$ cat src/hw/rtl/key_interning_id_table_defines.svh
// ----------------------------------------------------------------------------
// key_interning_id_table_defines
// Assertion macros for the key interning id table; empty under synthesis.
// ----------------------------------------------------------------------------
`ifndef KEY_INTERNING_ID_TABLE_DEFINES_SVH
`define KEY_INTERNING_ID_TABLE_DEFINES_SVH
`ifndef SYNTHESIS
`define KIT_ASSERT(lbl, prop, msg) \
	lbl: assert property (@(posedge clk) disable iff (!arst_n) prop) else $error(msg);
`define KIT_ASSERT_NEXT(lbl, ante, cons, msg) \
	lbl: assert property (@(posedge clk) disable iff (!arst_n) ante |=> cons) else $error(msg);
`else
`define KIT_ASSERT(lbl, prop, msg)
`define KIT_ASSERT_NEXT(lbl, ante, cons, msg)
`endif
`endif

$ cat src/hw/rtl/kit_pkg.sv
// ----------------------------------------------------------------------------
// kit_pkg
// Shared constants and types of the key interning id table.
// ----------------------------------------------------------------------------
package kit_pkg;

	localparam int MAX_IDS  = 1024;
	localparam int ID_W     = (MAX_IDS > 2) ? $clog2(MAX_IDS) : 1;
	localparam int CNT_W    = $clog2(MAX_IDS + 1);
	localparam int OUT_ID_W = 10;

	localparam logic [1:0] ST_FOUND = 2'd0;
	localparam logic [1:0] ST_NEW   = 2'd1;
	localparam logic [1:0] ST_FULL  = 2'd2;
	localparam logic [1:0] ST_BAD   = 2'd3;

	// classified action
	typedef enum logic [1:0] {
		OP_INTERN      = 2'd0,
		OP_INTERN_ZERO = 2'd1,
		OP_REG         = 2'd2,
		OP_REG_BAD     = 2'd3
	} op_t;

	typedef struct packed {
		op_t         op;
		logic [63:0] mask;
		logic [31:0] tag;
	} item_t;

	typedef struct packed {
		logic        present;
		logic [63:0] mask;
		logic [31:0] tag;
	} entry_t;

endpackage

$ cat src/hw/rtl/kit_front.sv
// ----------------------------------------------------------------------------
// kit_front
// Accepts items, classifies the action and buffers them in a two-entry queue.
// ----------------------------------------------------------------------------
module kit_front (
	input  logic                clk,
	input  logic                arst_n,
	input  logic                in_valid,
	output logic                in_stall,
	input  logic                action,
	input  logic [63:0]         mask,
	input  logic [31:0]         type_code,
	input  logic                bad_descriptor,
	output logic                q_valid,
	output kit_pkg::item_t      q_item,
	input  logic                q_pop
);
	import kit_pkg::*;

	item_t      buf_q [2];
	logic       wr_ptr_q;
	logic       rd_ptr_q;
	logic [1:0] cnt_q;
	item_t      cls;
	logic       push;

	always_comb begin
		cls.mask = mask;
		cls.tag  = type_code;
		if (action) begin
			cls.op = bad_descriptor ? OP_REG_BAD : OP_REG;
		end else begin
			cls.op = (mask == 64'd0 && type_code == 32'd0) ? OP_INTERN_ZERO : OP_INTERN;
		end
	end

	assign in_stall = (cnt_q == 2'd2);
	assign push     = in_valid && !in_stall;
	assign q_valid  = (cnt_q != 2'd0);
	assign q_item   = buf_q[rd_ptr_q];

	always_ff @(posedge clk) begin
		if (push) begin
			buf_q[wr_ptr_q] <= cls;
		end
	end

	always_ff @(posedge clk or negedge arst_n) begin
		if (!arst_n) begin
			wr_ptr_q <= 1'b0;
			rd_ptr_q <= 1'b0;
			cnt_q    <= 2'd0;
		end else begin
			if (push) wr_ptr_q <= !wr_ptr_q;
			if (q_pop) rd_ptr_q <= !rd_ptr_q;
			cnt_q <= cnt_q + 2'(push) - 2'(q_pop);
		end
	end

endmodule

$ cat config.mk
export PLATFORM = sky130hd
export DESIGN_NAME = kit_front
export DESIGN_NICKNAME = d
export VERILOG_FILES = /design/src/hw/rtl/key_interning_id_table_defines.svh /design/src/hw/rtl/kit_pkg.sv /design/src/hw/rtl/kit_front.sv
export SDC_FILE = /design/constraint.sdc
export NUM_CORES = 1
export LEC_CHECK = 0
export BUFFER_PORTS_ARGS = -buffer_cell sky130_fd_sc_hd__buf_4
export CAP_MARGIN = 30
export CORE_ASPECT_RATIO = 2
export CORE_UTILIZATION = 52
export CTS_CLUSTER_SIZE = 14
export DETAILED_ROUTE_END_ITERATION = 8
export GPL_ROUTABILITY_DRIVEN = 0
export PLACE_DENSITY = 0.79
export SETUP_SLACK_MARGIN = 0.4
export SYNTH_ARGS = -nofsm -noshare
export SYNTH_HDL_FRONTEND = slang
export SYNTH_SLANG_ARGS = --single-unit
$ cat constraint.sdc
create_clock -name clk -period 5.95 [get_ports clk]
set_input_delay 0.595 -clock clk [delete_from_list [all_inputs] [get_ports clk]]
set_output_delay 0.595 -clock clk [all_outputs]
set_load 0.01 [all_outputs]
Yosys cells after proc, flatten, opt, wreduce, memory -nomap -nowiden. Memory sizes are Yosys's and may differ from the RTL's. Index checks and enable logic that the tools add are counted.

Input port bits: 102. Memory bits (writable): 196. Flip-flop bits (word level): 4. Output and inout port bits: 100. Memories kept: 1.

$add $sub $neg: 2. Multiplexer cells: 5. Equality and inequality tests: 1. Reduce and logical (&&, ||, !) cells: 8.

Memories: buf_q (depth 2, bits a word 98, rd ports 1, clocked after memory_dff 0, write ports 1, line kit_front.sv:20) `item_t buf_q [2];`.

Operators by type and width (number): 64-bit zero test (1); 32-bit zero test (1); 1-bit two-way mux (4); 1-bit zero test (3); 2-bit by 1-bit adder with 2-bit output (1); 2-bit equality test (second input constant) (1); 1-bit logical AND (2); 2-bit two-way mux (1); 2-bit nonzero test (1); 2-bit by 1-bit subtractor with 2-bit output (1).

Depth between registers and ports, before layout. Gate-level depths: netlist of the first run.

Word-level depth: 5. Mapped depth: 7. Depth with buffers taken out: 7.

Least setup slack after synthesis of the first run. No wires, ideal clock.

Path type: input-to-reg. From: input in_valid. To: memory buf_q[0][0] (netlist name) (enable). Arrival: 4.768 ns. Data required time: 5.395 ns. Stages on the path: 2. Path slack: 0.626 ns. Buffers on the path: 0. Setup time: 0.555 ns. Cell sequence: nand2_1 > nor2_1.

Longest elaborated chain between the ends: 3.

Ends and longest elaborated chain: start: declaration (line kit_front.sv:8) `input logic in_valid,`; 1-bit logical AND (line kit_front.sv:38) `assign push = in_valid && !in_stall;`; 1-bit two-way mux (line kit_front.sv:43) `if (push) begin`; 1-bit two-way mux (not written as such) (line kit_front.sv:44) `buf_q[wr_ptr_q] <= cls;`; end: declaration (line kit_front.sv:20).

Every way passes these cells.

==> out/summary.txt, run 1 <==
OUTCOME
------------------------------------------------------------------------------------------
Status                                                                        complete, no violations

FINISH
------------------------------------------------------------------------------------------
Most used cells in the layout excluding fill and tap cells                    buf_4 (205), edfxtp_1 (196), mux2_2 (98), nor4_1 (23), clkbuf_16 (17)
Leading cell type in the layout, fill and taps excluded                              buf_4
Final Net Count                                                                        674
Fraction of layout cells with a size suffix above 1                                  0.581
Design Area, Final                                                               9770 um^2
Post-synthesis to final-layout area growth                                           31.1%

STA
------------------------------------------------------------------------------------------
Actual slew at the worst max-slew pin                                             0.715 ns
Post-route fraction of the period consumed by the critical path                      0.529
Fmax achieved                                                                      317 MHz
Setup-violating endpoint count in the final report                                       0
RSZ-0062 raised after global routing                                                    no
Final hold vios                                                                          0
Setup_tns                                                                             0 ns
Worst rel slew slack                                                                 0.524
Largest clock skew in the final design                                          0.00933 ns
Post-layout min period                                                             3.15 ns
Worst Setup Slack, final                                                           2.80 ns
Number of max-slew violations in the final report                                        0

DIE
------------------------------------------------------------------------------------------
Number of standard-cell rows in the floorplan                                           61
Floorplan core area                                                             14000 um^2
Number of I/O pins                                                                     202
Overall die area                                                                14800 um^2
Starting density of the core                                                         0.534
Die Ht                                                                              171 um
Width of the chip                                                                  86.7 um

PLACE
------------------------------------------------------------------------------------------
Setup slack after placement                                                        3.20 ns
Number of buffer cells added on primary ports                                          201
Placed cell area                                                                 9190 um^2
Post-DP HPWL                                                                      10500 um

SETUP PATH
------------------------------------------------------------------------------------------
Maximum fanout along the worst path                                                     51
Worst-path cell with the longest stage delay                                       dfrtp_4
Largest stage delay, worst path                                                    0.84 ns
Chain of cells forming the critical path                                      buf_4 > mux2_2 > buf_4
Critical path required time                                                        5.36 ns
CP arrival                                                                         2.56 ns
Kind of capture point of the worst setup path                                  output port
Launching point of the worst reg2reg path                                         cnt_q[1]
Launching instance or port of the critical path                                   rd_ptr_q
Startpoint type of the worst setup path                                           register
Most common cell on crit path                                                        buf_4
Worst setup path category                                                       reg -> out

LOGIC SYNTHESIS
------------------------------------------------------------------------------------------
Number of library cell types mapped by synthesis                                        20
Syn Inst Count                                                                         356
Library cell occupying the most area in the post-synthesis netlist                edfxtp_1
Share of flip-flops with an asynchronous set or reset after synthesis               0.0200
Flip-flop and latch count after synthesis                                              200
Net count of the mapped netlist                                                        460
Synth Area per Inst                                                              20.9 um^2
Yosys synthesis warning count                                                            0
EDFF count, synth                                                                      196
Flip-flop cell with the highest count after synthesis                             edfxtp_1
Mapped cell area                                                                 7450 um^2
Biggest area contributors in the synthesized netlist                          edfxtp_1 (79%), mux2_2 (15%), nor4_1 (1.9%)
Sequential cell area fraction in the yosys report                                    0.803
Top cell type's share of synthesized area                                            0.790

CLOCK TREE
------------------------------------------------------------------------------------------
Clock net sink count                                                                   200
CTS tree                                                                               yes
Clock edge transition at the registers on the reported setup and hold paths        0.07 ns
Clock Root Buffer                                                                clkbuf_16
Number of buffers created by CTS                                                        17
# H-tree levels                                                                          4
Worst-skew pair later-pin latency                                                  0.42 ns
Maximum clock path buffer count                                                          2

GLOBAL ROUTING
------------------------------------------------------------------------------------------
Leftover overflow at the end of global routing                                           0
Initial antenna violation count                                                          0
Number of global-route vias before repair                                             4365
Global-route wire length before repair                                            22500 um
GRT Total Usage                                                                      0.210
Pin count of the biggest net entering global routing                                    53

POWER AND IR DROP
------------------------------------------------------------------------------------------
Part of the power in registers                                                       0.448
Switching portion of total power                                                     0.289
Internal power contribution                                                        3.27 mW
Maximum VDD drop                                                                  0.308 mV
Power Dens Cells                                                               470 nW/um^2
Leakage power                                                                      3.59 nW
Net switching component of the power                                               1.33 mW
Comb pwr share                                                                       0.313
Fraction of power consumed by the clock network                                      0.238

DRT
------------------------------------------------------------------------------------------
Via-per-instance ratio                                                                5.31
Count of routing violations after the opening detailed-route iteration                 218
Wire length per cell after detailed routing                                        19.7 um
Number of detailed-route iterations in the first pass                                    4
Total wire length after detailed routing                                          15200 um
Number of nets still failing antenna checks after routing                                0
DRC violation count after routing                                                        0
Vias                                                                                  4101

MIN PATH
------------------------------------------------------------------------------------------
Launch instance of the worst min-delay path                                       mask[38]
Worst hold-check path type                                                       in -> reg

FLOW RUN
------------------------------------------------------------------------------------------
Number of maximum-capacitance violations                                                 0

## Yosys cell counts, drive strengths merged, types with 2 or more instances
library cell,number
edfxtp,196
mux2,98
nor4,23
buf,11
nand4,5
dfrtp,4
xnor2,3
ha,2
inv,2
nor2,2
nor3,2
## layout make-up
class | count | area (um^2)
fillers | 938 | 4200
diodes | 1 | 2.50
clock buffers | 17 | 425
flip-flops and latches | 200 | 5990
clock inverters | 14 | 144
multi-input cells | 143 | 1420
repair buffers | 206 | 1550
inverters | 2 | 7.51
well taps | 189 | 236
## cell families (layout without fill, tap and decap cells)
kind of cell | after synthesis | count (layout) | share of synthesized area
flops | 200 | 200 | 0.803
buf+inv | 13 | 239 | 0.00873
compound gates | 1 | 1 | 0.00151
other cells | 0 | 1 | 0
xor+xnor | 4 | 4 | 0.00470
simple gates | 38 | 38 | 0.0306
fa+ha+maj | 2 | 2 | 0.00336
mux | 98 | 98 | 0.148
## power by group through the flow
stage	clock network [mW]	registers (mW)	logic (mW)
4_1_cts	1.12	2.07	1.46
3_3_place_gp	0	2.07	1.43
5_1_grt	1.17	2.09	1.53
6_report	1.09	2.06	1.44
3_5_place_dp	0	2.10	1.45
2_1_floorplan	0	2.04	0.833
## per-layer routing
layer,vias up,GRT usage,share of wire
met5,-,0,0
met4,0,0.0870,0.027
met3,24,0.0557,0.050
met2,149,0.396,0.59
met1,2057,0.213,0.34
li1,1871,-,-
## sequential cells by signal, summed over array words and instances, names as in the netlist
signal	count
wr_ptr_q	1
cnt_q	2
rd_ptr_q	1
buf_q	196
## metrics by stage
step                      hold slack (ns)  power, mW  cells  utilization
after CTS                           0.351       4.64    771        0.699
after global routing                0.343       4.79    771        0.699
final                               0.365       4.59    772        0.699
after global placement              0.395       3.51    739        0.658
after detailed placement            0.395       3.55    739        0.658
after floorplan                     0.299       2.87    356            -
## worst max-delay path: cells and delay by family, from the launching register on
| family | cells | cell delay, ns |
|---|---|---|
| mux | 1 | 0.43 |
| flops | 1 | 0.84 |
| buf+inv | 2 | 0.82 |
## worst paths after layout
| kind | to | slack (ns) | depth (start not counted) |
|---|---|---|---|
| min in group asynchronous | wr_ptr_q | 0.54 | 2 |
| max in group asynchronous | rd_ptr_q | 5.30 | 2 |
| hold reg to reg | cnt_q[1] | 0.50 | 1 |
| setup reg to reg | buf_q[0][21] | 3.57 | 5 |
| setup / recovery | q_item[64] | 2.80 | 3 |
| hold / removal | buf_q[0][70] | 0.37 | 1 |
## timing repair
action / 4_1_cts / 5_1_grt
buffers inserted: 0 / 0
hold buffers: 1 / 0
endpoints found under the hold margin: 4 / 0
resized for setup: 0 / 0
No activity file was read; power rests on OpenSTA's default activity.
==> inputs of run 2 (changes only) <==
- ABC_AREA: unset -> 1
- clock period: 5.95 -> 2.9 ns (I/O delays scaled with it)
==> run 2 against run 1 <==
Effect of this change:
- combinational power grew 120%
- power grew 110%
- setup slack lost 2.3 ns
- critical path type unchanged
- sequential share of layout area shrank 1.5 points
- via count grew 4.6%
- first-iteration DRC count shrank 24%
==> out/summary.txt, run 2 <==
SETUP PATH
------------------------------------------------------------------------------------------
Critical path required time                                                        2.61 ns   -2.75 ns
Buffering stage count on the worst path with inverters included                          2   unchanged
Maximum fanout along the worst path                                                     33   -35%
Worst setup path category                                                       reg -> out
CP arrival                                                                         2.08 ns   -0.48 ns
Largest stage delay, worst path                                                    0.72 ns   -0.12 ns
Most common cell on crit path                                                        buf_4
Worst-path cell with the longest stage delay                                       dfrtp_4
Chain of cells forming the critical path                                      buf_4 > mux2_2 > buf_4
Reg2Reg Depth                                                                            4   -1
Cell family contributing the most delay on the critical path                    flip-flops
Capture instance of the worst register-to-register path                       buf_q[1][67]
Kind of capture point of the worst setup path                                  output port
Launching point of the worst reg2reg path                                         cnt_q[1]
Setup slack on the worst flop-to-flop path                                         1.01 ns   -2.56 ns
Startpoint type of the worst setup path                                           register

MIN PATH
------------------------------------------------------------------------------------------
Launch instance of the worst min-delay path                                   type_code[21]
End point of the worst hold path                                              buf_q[1][21]
Worst hold-check path type                                                       in -> reg
Cell count of the worst hold path                                                        1   unchanged

LOGIC SYNTHESIS
------------------------------------------------------------------------------------------
Flip-flop and latch count after synthesis                                              200   unchanged
Top cell type's share of synthesized area                                            0.768   -0.0217
Syn Inst Count                                                                         417   +17%
List of most frequent post-synthesis cells                                    edfxtp_1 (196), mux2_2 (88), nor2_1 (63)
Synth Area per Inst                                                              18.4 um^2   -12%
Library cell occupying the most area in the post-synthesis netlist                edfxtp_1
Mapped cell area                                                                 7660 um^2   +2.8%
Share of flip-flops with an asynchronous set or reset after synthesis               0.0200   unchanged
Most repeated cell in the gate-level netlist after synthesis                      edfxtp_1
Net count of the mapped netlist                                                        521   +13%
Number of library cell types mapped by synthesis                                        18   -10%
Yosys synthesis warning count                                                            0   unchanged
Flip-flop cell with the highest count after synthesis                             edfxtp_1
Sequential cell area fraction in the yosys report                                    0.781   -0.0220
EDFF count, synth                                                                      196   unchanged
Biggest area contributors in the synthesized netlist                          edfxtp_1 (77%), mux2_2 (13%), nor2_1 (3.1%)

FINISH
------------------------------------------------------------------------------------------
Design Area, Final                                                              10000 um^2   +2.4%
Final core utilization                                                               0.697   -0.00207
Layout fillers                                                                         972   +3.6%
Flip-flop count of the largest register, all copies and words added                    196   unchanged
Final antenna diode count                                                                0   -1
Leading cell type in the layout, fill and taps excluded                              buf_4
Fraction of layout cells with a size suffix above 1                                  0.528   -0.0529
Post-synthesis to final-layout area growth                                           30.6%
Largest reg by FF count                                                              buf_q
Final Net Count                                                                        737   +9.3%
Most used cells in the layout excluding fill and tap cells                    buf_4 (204), edfxtp_1 (196), mux2_2 (88), nor2_1 (61), nand2_1 (28)
Largest registers ranked by flip-flop count                                   buf_q (196), cnt_q (2)

DRT
------------------------------------------------------------------------------------------
Number of nets still failing antenna checks after routing                                0   unchanged
Number of detailed-route iterations in the first pass                                    4   unchanged
Via-per-instance ratio                                                                5.12   -3.6%
Total wire length after detailed routing                                          16100 um   +5.7%
Vias                                                                                  4291   +4.6%
Wire length per cell after detailed routing                                        19.2 um   -2.6%
Count of routing violations after the opening detailed-route iteration                 165   -24%
DRC violation count after routing                                                        0   unchanged

PLACE
------------------------------------------------------------------------------------------
Number of buffer cells added on primary ports                                          201   unchanged
Post-DP HPWL                                                                      11700 um   +12%
Placed cell area                                                                 9440 um^2   +2.8%

CLOCK TREE
------------------------------------------------------------------------------------------
Clock Root Buffer                                                                clkbuf_16
Maximum clock path buffer count                                                          2   unchanged
Number of buffers created by CTS                                                        17   unchanged
# H-tree levels                                                                          4   unchanged
CTS resizes                                                                              0   unchanged
Clock edge transition at the registers on the reported setup and hold paths        0.08 ns   about the same
Worst-skew pair later-pin latency                                                  0.43 ns   about the same
CTS tree                                                                               yes
Clock net sink count                                                                   200   unchanged

GLOBAL ROUTING
------------------------------------------------------------------------------------------
Global-route wire length before repair                                            23300 um   +3.7%
Initial antenna violation count                                                          0   unchanged
Pin count of the biggest net entering global routing                                    54   +1.9%
GRT Total Usage                                                                      0.218   +0.00827
Number of global-route vias before repair                                             4571   +4.7%
Leftover overflow at the end of global routing                                           0   unchanged

STA
------------------------------------------------------------------------------------------
Number of max-slew violations in the final report                                        0   unchanged
Setup-violating endpoint count in the final report                                       0   unchanged
Post-layout min period                                                             2.37 ns
Fmax achieved                                                                      423 MHz
Final hold vios                                                                          0   unchanged
Setup_tns                                                                             0 ns   unchanged
Post-route fraction of the period consumed by the critical path                      0.816
RSZ-0062 raised after global routing                                                    no
Actual slew at the worst max-slew pin                                             0.726 ns   +0.0116 ns
Largest clock skew in the final design                                           0.0112 ns   +0.00189 ns
Worst rel slew slack                                                                 0.516   -0.00771

DIE
------------------------------------------------------------------------------------------
Number of standard-cell rows in the floorplan                                           62   +1.6%
Starting density of the core                                                         0.534   about the same
Floorplan core area                                                             14400 um^2   +2.8%
Number of I/O pins                                                                     202   unchanged
Width of the chip                                                                  87.8 um   +1.4%
Die Ht                                                                              174 um   +1.4%
Overall die area                                                                15300 um^2   +2.8%

POWER AND IR DROP
------------------------------------------------------------------------------------------
Maximum VDD drop                                                                  0.517 mV   +68%
Leakage power                                                                      3.76 nW   +4.7%
Power Dens Cells                                                               952 nW/um^2   +100%
Total design power                                                                 9.52 mW   +110%

OUTCOME
------------------------------------------------------------------------------------------
Status                                                                        complete, no violations

FLOW RUN
------------------------------------------------------------------------------------------
Number of maximum-capacitance violations                                                 0   unchanged

## run 2: through the flow
step | hold WS, ns | worst slack, ns | cells
after floorplan | -0.00559 | -0.638 | 417
after global placement | 0.0907 | 0.985 | 805
after detailed placement | 0.0918 | 0.968 | 805
after CTS | 0.0294 | 0.505 | 838
after global routing | 0.0264 | 0.432 | 838
final | 0.0505 | 0.534 | 838
## run 2: worst register-to-register path: stages (launching register included)
cell and delay (ns):
dfrtp_1 0.38, inv_1 0.13, o21ai_2 0.14, nor2_4 0.57, buf_12 0.34
## run 2: timing repair
item | 4_1_cts | 5_1_grt
setup buffers | 0 | 0
hold buffers | 1 | 0
hold endpoints to repair | 4 | 0
## run 2: kinds of logic (layout without fill, tap and decap cells)
family	Yosys count	in the layout	synth area share
simple gates	98	98	0.0500
compound gates	1	1	0.00114
fa+ha+maj	2	2	0.00326
xor+xnor	4	4	0.00457
buf+inv	14	243	0.0111
flops	200	200	0.781
mux	98	98	0.149
## run 2: area by class of cell
class | count | area [um^2] | area share
Sequential cell | 200 | 5990 | 0.598
Multi-Input combinational cell | 203 | 1610 | 0.161
Timing Repair Buffer | 208 | 1600 | 0.160
Clock buffer | 20 | 447 | 0.0446
Tap cell | 192 | 240 | 0.0240
Clock inverter | 12 | 111 | 0.0111
Inverter | 3 | 11.3 | 0.00113
## run 2: worst max path at each step
stage                         from           to  depth (start not counted)
final                     rd_ptr_q   q_item[26]                          3
after floorplan           cnt_q[1]  buf_q[0][0]                          3
after global placement    rd_ptr_q   q_item[67]                          3
after CTS                 rd_ptr_q   q_item[67]                          3
after detailed placement  rd_ptr_q   q_item[67]                          3
after global routing      rd_ptr_q   q_item[26]                          3
## run 2: power by group
part,internal (mW),switching [mW]
sequential,3.95,0.249
combinational,1.63,1.50
clock,1.15,1.04
total,6.74,2.79
## run 2: layer usage
metal / up-vias / routed length, um / track usage
met5: - / 0 / 0
met4: 0 / 874 / 0.145
li1: 1996 / - / -
met1: 2073 / 4870 / 0.190
met2: 171 / 9620 / 0.421
met3: 51 / 727 / 0.0405
==> inputs of run 3 (changes only) <==
- CORE_UTILIZATION: 52 -> 47
- PLACE_DENSITY: 0.79 -> 0.75
- clock period: 2.9 -> 2.15 ns (I/O delays scaled with it)
==> run 3 against run 2 <==
Effect of this change:
- combinational power is 63% higher
- via count is 13% higher
- first-iteration DRC count is 17% higher
- clock skew decreased by 0.0013 ns
- core utilization rose by 1.7 points
- sequential share of layout area decreased by 7.0 points
- hold slack improved by 0.038 ns
- sequential cell count did not move
- design area rose by 13%
- largest power group unchanged
- highest routed layer unchanged
==> out/summary.txt, run 3 (synthesis results as in run 2) <==
STA
------------------------------------------------------------------------------------------
Worst rel slew slack                                                                 0.791   +0.275
Fmax achieved                                                                      515 MHz
Final hold vios                                                                          0   unchanged
Post-layout min period                                                             1.94 ns
Number of max-slew violations in the final report                                        0   unchanged
Post-route fraction of the period consumed by the critical path                      0.903
Actual slew at the worst max-slew pin                                             0.314 ns   -0.413 ns
RSZ-0062 raised after global routing                                                   yes
Setup-violating endpoint count in the final report                                       0   unchanged
Worst hold-check slack                                                           0.0886 ns   +0.0380 ns
Largest clock skew in the final design                                          0.00996 ns   -0.00126 ns

FINISH
------------------------------------------------------------------------------------------
Flip-flop count of the largest register, all copies and words added                    196   unchanged
Leading cell type in the layout, fill and taps excluded                              buf_4
Final antenna diode count                                                                0   unchanged
Largest reg by FF count                                                              buf_q
Layout fillers                                                                        1002   +3.1%
Final Net Count                                                                        852   +16%
Post-synthesis to final-layout area growth                                           47.8%
Sequential cell area                                                             5990 um^2   unchanged
Most used cells in the layout excluding fill and tap cells                    buf_4 (209), edfxtp_1 (196), dlygate4sd3_1 (99), mux2_2 (88), nor2_1 (61)
Finished Layout Cells                                                                  962   +15%
Multi-input logic area                                                           1620 um^2   +0.47%
Fraction of layout cells with a size suffix above 1                                  0.474   -0.0535
Largest registers ranked by flip-flop count                                   buf_q (196), cnt_q (2)

DIE
------------------------------------------------------------------------------------------
Floorplan core area                                                             15900 um^2   +11%
Width of the chip                                                                  92.3 um   +5.1%
Die Ht                                                                              183 um   +5.1%
Overall die area                                                                16900 um^2   +10%
Starting density of the core                                                         0.483   -0.0508
Number of I/O pins                                                                     202   unchanged
Number of standard-cell rows in the floorplan                                           65   +4.8%

POWER AND IR DROP
------------------------------------------------------------------------------------------
Maximum VDD drop                                                                   1.04 mV   +100%
Part of the power in registers                                                       0.402   -0.039
Leakage power                                                                      4.33 nW   +15%
Fraction of power consumed by the clock network                                      0.230   about the same
Internal power contribution                                                        9.73 mW   +44%
Power Dens Cells                                                              1220 nW/um^2   +28%
Net switching component of the power                                               4.11 mW   +47%
Switching portion of total power                                                     0.297   +0.00417
Comb pwr share                                                                       0.369   +0.040

SETUP PATH
------------------------------------------------------------------------------------------
Critical path required time                                                        1.93 ns   -0.68 ns
Capture instance of the worst register-to-register path                           cnt_q[1]
CP arrival                                                                         1.73 ns   -0.35 ns
Maximum fanout along the worst path                                                      4   -88%
Startpoint type of the worst setup path                                           register
Worst setup path category                                                       reg -> out
Launching point of the worst reg2reg path                                         cnt_q[0]
Kind of capture point of the worst setup path                                  output port
Launching instance or port of the critical path                                   rd_ptr_q
Reg2Reg Depth                                                                            6   +2
Setup slack on the worst flop-to-flop path                                         0.51 ns   -0.50 ns

GLOBAL ROUTING
------------------------------------------------------------------------------------------
Leftover overflow at the end of global routing                                           0   unchanged
GRT Total Usage                                                                      0.226   +0.00797
Number of global-route vias before repair                                             5276   +15%
Global-route wire length before repair                                            27700 um   +19%
Pin count of the biggest net entering global routing                                    56   +3.7%
Initial antenna violation count                                                          0   unchanged

PLACE
------------------------------------------------------------------------------------------
Number of buffer cells added on primary ports                                          201   unchanged
Post-DP HPWL                                                                      11700 um   -0.39%
Total instance count after detailed placement                                          818   +1.6%

MIN PATH
------------------------------------------------------------------------------------------
Worst hold-check path type                                                       in -> reg
Launch instance of the worst min-delay path                                   bad_descriptor
Cell count of the worst hold path                                                        3   +2
End point of the worst hold path                                              buf_q[1][96]

CLOCK TREE
------------------------------------------------------------------------------------------
Worst-skew pair later-pin latency                                                  0.43 ns   about the same
Number of buffers created by CTS                                                        17   unchanged
Maximum clock path buffer count                                                          2   unchanged
Clock edge transition at the registers on the reported setup and hold paths        0.07 ns   about the same
Clock Root Buffer                                                                clkbuf_16
Clock net sink count                                                                   200   unchanged
CTS tree                                                                               yes
# H-tree levels                                                                          4   unchanged

DRT
------------------------------------------------------------------------------------------
DRC violation count after routing                                                        0   unchanged
Number of nets still failing antenna checks after routing                                0   unchanged
Number of detailed-route iterations in the first pass                                    4   unchanged
Vias                                                                                  4840   +13%
Via-per-instance ratio                                                                5.03   -1.7%
Wire length per cell after detailed routing                                        19.3 um   +0.37%
Count of routing violations after the opening detailed-route iteration                 193   +17%
Total wire length after detailed routing                                          18500 um   +15%

OUTCOME
------------------------------------------------------------------------------------------
Status                                                                        complete, no violations

FLOW RUN
------------------------------------------------------------------------------------------
Number of maximum-capacitance violations                                                 0   unchanged

[run 3: changes by cell type in the layout (fill, tap and decap cells not counted), moves of 2 or more]
cell / change
dlygate4sd3_1: +98
buf_12: +5
buf_4: +5
buf_6: +3
clkinv_4: -3
clkinv_8: +3
inv_6: +3
buf_16: +2
clkbuf_1: -2
clkbuf_16: +2
[run 3: final cells by class]
| cell class | count | share of cell area |
|---|---|---|
| Sequential cell | 200 | 0.529 |
| Timing Repair Buffer | 323 | 0.252 |
| Multi-Input combinational cell | 203 | 0.143 |
| Clock buffer | 17 | 0.0376 |
| Tap cell | 201 | 0.0222 |
| Clock inverter | 15 | 0.0156 |
| Inverter | 3 | 0.000994 |
[run 3: worst max-delay path: stages (launching register included)]
cell and delay, ns:
dfrtp_4 0.50, buf_4 0.18, buf_4 0.16, mux2_2 0.30, buf_4 0.15
[run 3: stage by stage]
| stage | cell area [um^2] | utilization | power, mW | setup TNS, ns | setup slack [ns] |
|---|---|---|---|---|---|
| 2_1_floorplan | 7690 | - | 8.02 | -51.76 | -0.274 |
| 3_3_place_gp | 9540 | 0.601 | 10.1 | 0 | 0.439 |
| 3_5_place_dp | 9540 | 0.601 | 10.2 | 0 | 0.414 |
| 4_1_cts | 11200 | 0.706 | 13.7 | 0 | 0.199 |
| 5_1_grt | 11300 | 0.714 | 14.4 | 0 | 0.168 |
| 6_report | 11300 | 0.714 | 13.8 | 0 | 0.209 |
[run 3: how the worst max path moves through the flow]
| stage | end | slack, ns |
|---|---|---|
| final | q_item[40] | 0.21 |
| after global routing | q_item[28] | 0.17 |
| after CTS | q_item[28] | 0.20 |
| after detailed placement | q_item[28] | 0.41 |
| after global placement | q_item[28] | 0.44 |
| after floorplan | buf_q[0][0] | -0.27 |
[run 3: layer usage]
layer | share of wire | vias up | routed length (um) | GRT usage
li1 | - | 2229 | - | -
met1 | 0.33 | 2356 | 6140 | 0.218
met2 | 0.57 | 193 | 10600 | 0.427
met3 | 0.041 | 62 | 758 | 0.0467
met4 | 0.054 | 0 | 1000 | 0.139
met5 | 0 | - | 0 | 0
[run 3: power groups by stage]
stage          clock (mW)  sequential (mW)  combinational [mW]
6_report             3.18             5.56                5.10
5_1_grt              3.40             5.62                5.39
2_1_floorplan           0             5.57                2.45
4_1_cts              3.23             5.56                4.89
3_3_place_gp            0             5.70                4.35
3_5_place_dp            0             5.76                4.42
[run 3: repair_timing]
item                       4_1_cts  5_1_grt
buffers inserted                 5        6
cloned                           0        2
resized for setup                3        4
pin swaps                        0        1
hold buffers                    99        0
setup endpoints to repair       98      101
hold endpoints to repair       199        0
